## config.mk

```make
export PLATFORM = sky130hd
export DESIGN_NAME = dlce_decode
export DESIGN_NICKNAME = d
export VERILOG_FILES = /design/src/rtl/assert_macros.svh /design/src/rtl/dlce_pkg.sv /design/src/rtl/dlce_decode.sv
export SDC_FILE = /design/constraint.sdc
export NUM_CORES = 1
export LEC_CHECK = 0
export BUFFER_PORTS_ARGS = -buffer_cell sky130_fd_sc_hd__buf_2
export CAP_MARGIN = 15
export CORE_MARGIN = 3
export CORE_UTILIZATION = 60
export DETAILED_ROUTE_END_ITERATION = 8
export PLACE_DENSITY_LB_ADDON = 0.08
export SLEW_MARGIN = 15
export SYNTH_ARGS = -nofsm -noshare
export SYNTH_HDL_FRONTEND = slang
export SYNTH_SLANG_ARGS = --single-unit
```

## constraint.sdc

```tcl
create_clock -name vclk -period 9.3
set_clock_uncertainty 0.05 [all_clocks]
set_input_delay 0.465 -clock vclk [all_inputs]
set_output_delay 0.465 -clock vclk [all_outputs]
set_load 0.02 [all_outputs]
```

## src/rtl/assert_macros.svh

```systemverilog
// ---------------------------------------------------------------------------
// Assertion macros
// Shared concurrent assertion shorthands, clocked on i_clk and held off
// while i_rst_n is low.
// ---------------------------------------------------------------------------
`ifndef ASSERT_MACROS_SVH
`define ASSERT_MACROS_SVH

// Property must hold at every clock edge out of reset.
`define ASSERT_ALWAYS(label, prop, msg) \
    label: assert property (@(posedge i_clk) disable iff (!i_rst_n) (prop)) else $error(msg);

// Consequent must hold in the same cycle as the antecedent.
`define ASSERT_IMPLY(label, ante, cons, msg) \
    label: assert property (@(posedge i_clk) disable iff (!i_rst_n) (ante) |-> (cons)) \
        else $error(msg);

`endif

```

## src/rtl/dlce_pkg.sv

```systemverilog
// ---------------------------------------------------------------------------
// dlce_pkg
// Types, codes and DEFLATE length/distance tables for the copy expander.
// ---------------------------------------------------------------------------
`timescale 1ns / 1ps
`default_nettype none

package dlce_pkg;

    localparam int WINDOW_SIZE_DEF      = 32768;
    localparam int BYTES_PER_RESULT_DEF = 8;

    localparam int SYMBOL_W   = 9;
    localparam int LEN_XTRA_W = 5;
    localparam int DCODE_W    = 5;
    localparam int DIST_XTRA_W = 13;
    localparam int LEN_W      = 9;   // 3..258
    localparam int DIST_W     = 16;  // 1..32768
    localparam int OUT_BYTES_W = 64;
    localparam int COUNT_W    = 4;
    localparam int STATUS_W   = 2;

    localparam logic [SYMBOL_W-1:0] SYM_EOB       = 9'd256;
    localparam logic [SYMBOL_W-1:0] SYM_LEN_FIRST = 9'd257;
    localparam logic [SYMBOL_W-1:0] SYM_LEN_END   = 9'd286;
    localparam logic [DCODE_W-1:0]  DCODE_END     = 5'd30;

    // Result status codes
    localparam logic [STATUS_W-1:0] ST_OK       = 2'd0;
    localparam logic [STATUS_W-1:0] ST_BAD_SYM  = 2'd1;
    localparam logic [STATUS_W-1:0] ST_BAD_DIST = 2'd2;
    localparam logic [STATUS_W-1:0] ST_FAR      = 2'd3;

    // Symbol classes
    localparam logic [2:0] K_LIT      = 3'd0;
    localparam logic [2:0] K_EOB      = 3'd1;
    localparam logic [2:0] K_BAD_SYM  = 3'd2;
    localparam logic [2:0] K_BAD_DIST = 3'd3;
    localparam logic [2:0] K_COPY     = 3'd4;

    typedef struct packed {
        logic [2:0]        kind;
        logic [7:0]        literal;
        logic [LEN_W-1:0]  length;
        logic [DIST_W-1:0] distance;
    } t_dec;

    function automatic logic [LEN_W-1:0] length_base_of(input logic [4:0] li);
        case (li)
            5'd0:  length_base_of = 9'd3;    5'd1:  length_base_of = 9'd4;
            5'd2:  length_base_of = 9'd5;    5'd3:  length_base_of = 9'd6;
            5'd4:  length_base_of = 9'd7;    5'd5:  length_base_of = 9'd8;
            5'd6:  length_base_of = 9'd9;    5'd7:  length_base_of = 9'd10;
            5'd8:  length_base_of = 9'd11;   5'd9:  length_base_of = 9'd13;
            5'd10: length_base_of = 9'd15;   5'd11: length_base_of = 9'd17;
            5'd12: length_base_of = 9'd19;   5'd13: length_base_of = 9'd23;
            5'd14: length_base_of = 9'd27;   5'd15: length_base_of = 9'd31;
            5'd16: length_base_of = 9'd35;   5'd17: length_base_of = 9'd43;
            5'd18: length_base_of = 9'd51;   5'd19: length_base_of = 9'd59;
            5'd20: length_base_of = 9'd67;   5'd21: length_base_of = 9'd83;
            5'd22: length_base_of = 9'd99;   5'd23: length_base_of = 9'd115;
            5'd24: length_base_of = 9'd131;  5'd25: length_base_of = 9'd163;
            5'd26: length_base_of = 9'd195;  5'd27: length_base_of = 9'd227;
            5'd28: length_base_of = 9'd258;
            default: length_base_of = 9'd0;
        endcase
    endfunction

    function automatic logic [2:0] len_bits(input logic [4:0] li);
        case (li)
            5'd8, 5'd9, 5'd10, 5'd11:     len_bits = 3'd1;
            5'd12, 5'd13, 5'd14, 5'd15:   len_bits = 3'd2;
            5'd16, 5'd17, 5'd18, 5'd19:   len_bits = 3'd3;
            5'd20, 5'd21, 5'd22, 5'd23:   len_bits = 3'd4;
            5'd24, 5'd25, 5'd26, 5'd27:   len_bits = 3'd5;
            default:                      len_bits = 3'd0;
        endcase
    endfunction

    function automatic logic [DIST_W-1:0] distance_base_of(input logic [DCODE_W-1:0] dc);
        case (dc)
            5'd0:  distance_base_of = 16'd1;     5'd1:  distance_base_of = 16'd2;
            5'd2:  distance_base_of = 16'd3;     5'd3:  distance_base_of = 16'd4;
            5'd4:  distance_base_of = 16'd5;     5'd5:  distance_base_of = 16'd7;
            5'd6:  distance_base_of = 16'd9;     5'd7:  distance_base_of = 16'd13;
            5'd8:  distance_base_of = 16'd17;    5'd9:  distance_base_of = 16'd25;
            5'd10: distance_base_of = 16'd33;    5'd11: distance_base_of = 16'd49;
            5'd12: distance_base_of = 16'd65;    5'd13: distance_base_of = 16'd97;
            5'd14: distance_base_of = 16'd129;   5'd15: distance_base_of = 16'd193;
            5'd16: distance_base_of = 16'd257;   5'd17: distance_base_of = 16'd385;
            5'd18: distance_base_of = 16'd513;   5'd19: distance_base_of = 16'd769;
            5'd20: distance_base_of = 16'd1025;  5'd21: distance_base_of = 16'd1537;
            5'd22: distance_base_of = 16'd2049;  5'd23: distance_base_of = 16'd3073;
            5'd24: distance_base_of = 16'd4097;  5'd25: distance_base_of = 16'd6145;
            5'd26: distance_base_of = 16'd8193;  5'd27: distance_base_of = 16'd12289;
            5'd28: distance_base_of = 16'd16385; 5'd29: distance_base_of = 16'd24577;
            default: distance_base_of = 16'd0;
        endcase
    endfunction

    // Extra bits: none for codes 0..3, then one more bit every two codes
    function automatic logic [3:0] dist_bits(input logic [DCODE_W-1:0] dc);
        if (dc < 5'd4) begin
            dist_bits = 4'd0;
        end else begin
            dist_bits = 4'(dc[4:1] - 4'd1);
        end
    endfunction

    function automatic logic [12:0] low_mask(input logic [3:0] nbits);
        low_mask = 13'((14'd1 << nbits) - 14'd1);
    endfunction

endpackage

`default_nettype wire

```

## src/rtl/dlce_decode.sv

```systemverilog
// ---------------------------------------------------------------------------
// dlce_decode
// Classify a literal/length symbol and expand length and distance codes
// through the DEFLATE base and extra-bit tables.
// ---------------------------------------------------------------------------
`timescale 1ns / 1ps
`default_nettype none

module dlce_decode (
    input  wire logic [dlce_pkg::SYMBOL_W-1:0]    i_symbol,
    input  wire logic [dlce_pkg::LEN_XTRA_W-1:0]  i_length_extra,
    input  wire logic [dlce_pkg::DCODE_W-1:0]     i_distance_code,
    input  wire logic [dlce_pkg::DIST_XTRA_W-1:0] i_distance_extra,
    output dlce_pkg::t_dec                        o_dec
);

    logic [4:0]  li;
    logic [4:0]  lmask;
    logic [12:0] dmask;

    always_comb begin
        li    = 5'(i_symbol - dlce_pkg::SYM_LEN_FIRST);
        lmask = 5'(dlce_pkg::low_mask({1'b0, dlce_pkg::len_bits(li)}));
        dmask = dlce_pkg::low_mask(dlce_pkg::dist_bits(i_distance_code));

        o_dec.literal  = i_symbol[7:0];
        o_dec.length   = dlce_pkg::length_base_of(li)
                       + dlce_pkg::LEN_W'(i_length_extra & lmask);
        o_dec.distance = dlce_pkg::distance_base_of(i_distance_code)
                       + dlce_pkg::DIST_W'(i_distance_extra & dmask);

        if (i_symbol < dlce_pkg::SYM_EOB) begin
            o_dec.kind = dlce_pkg::K_LIT;
        end else if (i_symbol == dlce_pkg::SYM_EOB) begin
            o_dec.kind = dlce_pkg::K_EOB;
        end else if (i_symbol >= dlce_pkg::SYM_LEN_END) begin
            o_dec.kind = dlce_pkg::K_BAD_SYM;
        end else if (i_distance_code >= dlce_pkg::DCODE_END) begin
            o_dec.kind = dlce_pkg::K_BAD_DIST;
        end else begin
            o_dec.kind = dlce_pkg::K_COPY;
        end
    end

endmodule

`default_nettype wire

```

After elaboration in Yosys (flattened, before gate mapping)
Memory sizes are Yosys's and may differ from the RTL's.
Cells that the tools add are included.
W data, S select, Z words.
- add/subtract/negate cells: 6
- magnitude comparators: 4
- eq/ne operators: 1
- shifts and indexed selects: 2
- muxes and demuxes: 5
- bitwise operators: 2
- operators with widths (cell ; number):
    $add A16 B13 Y16 ; 1
    $and A13 B13 Y13 ; 1
    $shl A1 B4 Y13 const A ; 1
    $sub A13 B1 Y13 const B ; 1
    $mux W3 ; 4
    $sub A5 B1 Y5 const B ; 2
    $add A9 B5 Y9 ; 1
    $eq A9 B9 Y1 const B ; 1
    $ge A9 B9 Y1 const B ; 1
    $lt A9 B9 Y1 const B ; 1
    $and A5 B5 Y5 ; 1
    $ge A5 B5 Y1 const B ; 1
    $lt A5 B3 Y1 const B ; 1
    $shl A1 B3 Y5 const A ; 1
    $mux W4 ; 1
    $sub A4 B1 Y4 const B ; 1
- register bits after elaboration: 0
- memory bits (read-only): 864
- logic and storage cells: 23
- memories: 3
- memories (memory ; depth ; width ; read ports ; clocked after Yosys merged registers in ; wr ports ; line ; text):
    (no name shown) ; 32 ; 15 ; 1 ; 0 ; 0 ; dlce_pkg.sv:81 ; case (dc)
    (no name shown) ; 32 ; 9 ; 1 ; 0 ; 0 ; dlce_pkg.sv:49 ; case (li)
    (no name shown) ; 32 ; 3 ; 1 ; 0 ; 0 ; dlce_pkg.sv:70 ; case (li)

Logic depth before layout (Yosys ltp)
- depth in word-level cells: 6
- gate-level depth with buffers: 21

Worst setup path after synthesis
OpenSTA, ideal clock, no wires.
- path type: input to output
- from: input port i_distance_code[1] (netlist name)
- to: output port o_dec[14] (netlist name)
- data arrival time: 4317 ps
- required time: 8785 ps
- slack: 4468 ps
- stages on the path: 21
- path buffers: 3
- path through: clkbuf_1 -> inv_1 -> ha_1 -> buf_2 -> buf_1 -> nand2_1 -> nor2_1 -> nor2_1 -> or3_1 -> ha_1 -> o31a_1 -> nor3b_2 -> o21ai_1 -> mux2i_1 -> ha_1 -> o21a_1 -> o21ai_0 -> nand2_1 -> o211a_1 -> a21bo_1 -> a311o_1
- RTL lines (item ; line ; text):
    start: declaration ; dlce_decode.sv:12 ; input wire logic [dlce_pkg::DCODE_W-1:0] i_distance_code,
    end: declaration ; dlce_decode.sv:14 ; output dlce_pkg::t_dec o_dec

==> results.sh <==
export IMPL_start_util=0.639
export IMPL_crit_family="compound AO/OA/AOI/OAI gates"
export IMPL_antenna_found_initial=0
export IMPL_globalplace_congestion=0.896
export IMPL_rows=22
export IMPL_ys_seq_area_frac=0
export IMPL_p_leak_nw=1.35
export IMPL_mostFrequentLayoutCell="buf_2"
export IMPL_hold_path_class="in -> out"
export IMPL_wl_per_cell_um=13.1
export IMPL_dpl_hpwl_mm=4.73
export IMPL_fillers=368
export IMPL_worst_ep_arrival_time_ps=4700
export IMPL_final_cell_mix="68 x buf_2, 38 x nor2_1, 37 x ha_1"
export IMPL_port_buffers=68
export IMPL_worstSetupEndpoint="o_dec[14]"
export IMPL_crit_path_max_incr_delay_ps=660
export IMPL_worstPathRequired_ps=8790
export IMPL_postCtsHoldBufs=0
export IMPL_tightest_slew_ps=904
export IMPL_netlist_area_um2=2390
export IMPL_hold_violations=0
export IMPL_setup_viol_count_final=0
export IMPL_rsz0062_at_grt="false"
export IMPL_dieArea_um2=4780
export IMPL_ios=68
export IMPL_critPathMostFrequentCell="ha_1"
export IMPL_crit_type="in -> out"
export IMPL_whs_ps=1110
export IMPL_die_h_um=69.1
export IMPL_ant_nets=0
export IMPL_cap_violations=0
export IMPL_grt_pass1_vias=2260
export IMPL_power_density_nw_per_um2=80.0
export IMPL_min_period_over_period=0.561
export IMPL_crit_chain="buf_2, inv_1, ha_1, inv_1, or3_1, ha_1, o31a_1, nor3b_2, o21ai_1, mux2i_1, ha_1, o21a_1, o21ai_0, nand2_1, o211a_1, a21bo_1, a311o_1, buf_2"
export IMPL_synthToLayoutAreaGrowth_pct=11.1
export IMPL_overflow=0
export IMPL_grt_max_degree=29
export IMPL_synth_fp_nets=426
export IMPL_drive_gt1_frac=0.190
export IMPL_yosys_top_cells_area="ha_1 19%, nor2_1 6.0%, nand2_1 5.5%"
export IMPL_routed_via_count=2646
export IMPL_start_kind="input port"
export IMPL_worstHoldStart="i_symbol[6]"
export IMPL_die_x_um=69.1
export IMPL_totalWireLength_mm=5.86
export IMPL_drc_errors=0
export IMPL_synth_top_area_share=0.194
export IMPL_fin_ws_ps=4090
export IMPL_grt_usage=0.228
export IMPL_synth_distinct_cells=56
export IMPL_finalPower_uw=213
export IMPL_antennaDiodeCount=0
export IMPL_clock_buffer_count=0
export IMPL_grt_pass1_wl_mm=9.76
export IMPL_setup_tns_final_ps=0
export IMPL_critical_path_max_fanout=19
export IMPL_drv_slew=0
export IMPL_nNetsFinal=473
export IMPL_cts_resized_gates=0
export IMPL_period_minus_slack_ps=5210
export IMPL_worst_path_stages=18
export IMPL_regArea_um2=0
export IMPL_vdd_ir_drop_worst_uv=44.4
export IMPL_dr_pass1_iters=4
export IMPL_path_buf_inv=4
export IMPL_max_slew_margin=0.393
export IMPL_cpMaxStageDelayCell="ha_1"
export IMPL_critPathLaunch="i_distance_code[1]"
export IMPL_avgSynthCellArea_um2=6.74
export IMPL_dp_slack_ps=4090
export IMPL_synth_top_area_cell="ha_1"
export IMPL_max_freq_mhz=192
export IMPL_postCtsSetupRepairBufs=0
export IMPL_ys_warn_count=0
export IMPL_synthCells=355
export IMPL_status="finished clean"
export IMPL_core_region_area_um2=3740
export IMPL_seq_cells=0
export IMPL_viasPerCell=5.91
export IMPL_end_kind="output port"
export IMPL_drtIter0Drc=138
## through the flow
stage	utilization	instance area [um2]	cells
3_5_place_dp	0.710	2660	448
3_3_place_gp	0.710	2660	448
4_1_cts	0.710	2660	448
6_report	0.710	2660	448
2_1_floorplan	-	2390	355
5_1_grt	0.710	2660	448
## per-layer routing
metal,vias to the layer above,share of wire,track usage
met4,0,0.0041,0.0152
met5,-,0,0
met3,4,0.054,0.0131
met1,1200,0.52,0.355
li1,1353,-,-
met2,89,0.42,0.356
## how the worst min path moves through the flow
stage | slack, ps | endpoint | depth (start not counted)
5_1_grt | 1120 | o_dec[30] | 2
4_1_cts | 1110 | o_dec[31] | 2
6_report | 1110 | o_dec[31] | 2
3_5_place_dp | 1110 | o_dec[31] | 2
2_1_floorplan | 990 | o_dec[25] | 1
3_3_place_gp | 1110 | o_dec[31] | 2
## Yosys cell counts, types with 6 or more instances
| master | instances |
|---|---|
| ha_1 | 37 |
| nor2b_1 | 7 |
| nor3_1 | 16 |
| clkbuf_1 | 7 |
| a21oi_1 | 25 |
| nand2_1 | 35 |
| and2_1 | 8 |
| nand2b_1 | 6 |
| nor2_1 | 38 |
| xor2_1 | 9 |
| a31oi_1 | 7 |
| o21ai_0 | 17 |
| buf_4 | 8 |
| inv_1 | 21 |
| and3_1 | 6 |
| nand3_1 | 12 |
| mux2i_1 | 7 |
| xnor2_1 | 14 |
## power by group
| group | leakage [nW] | internal [mW] | switching (mW) |
|---|---|---|---|
| registers | 0 | 0 | 0 |
| clock network | 0 | 0 | 0 |
| logic | 1.35 | 0.0823 | 0.130 |
## cell families after synthesis
| group | count (synthesis) | synth area share |
|---|---|---|
| xor gates and xnor gates | 25 | 0.107 |
| adders and majority gates | 39 | 0.210 |
| AOI/OAI and AO/OA | 93 | 0.256 |
| buffers and inverters | 45 | 0.0910 |
| and+or+nand+nor | 145 | 0.301 |
| muxes | 8 | 0.0340 |
## final cells by class
cell class,count,area [um2],area share
Multi-Input combinational cell,310,2170,0.818
Timing Repair Buffer,68,340,0.128
Inverter,22,82.6,0.0311
Tap cell,48,60.1,0.0226
Note: power is estimated with default switching activity, not from simulation.
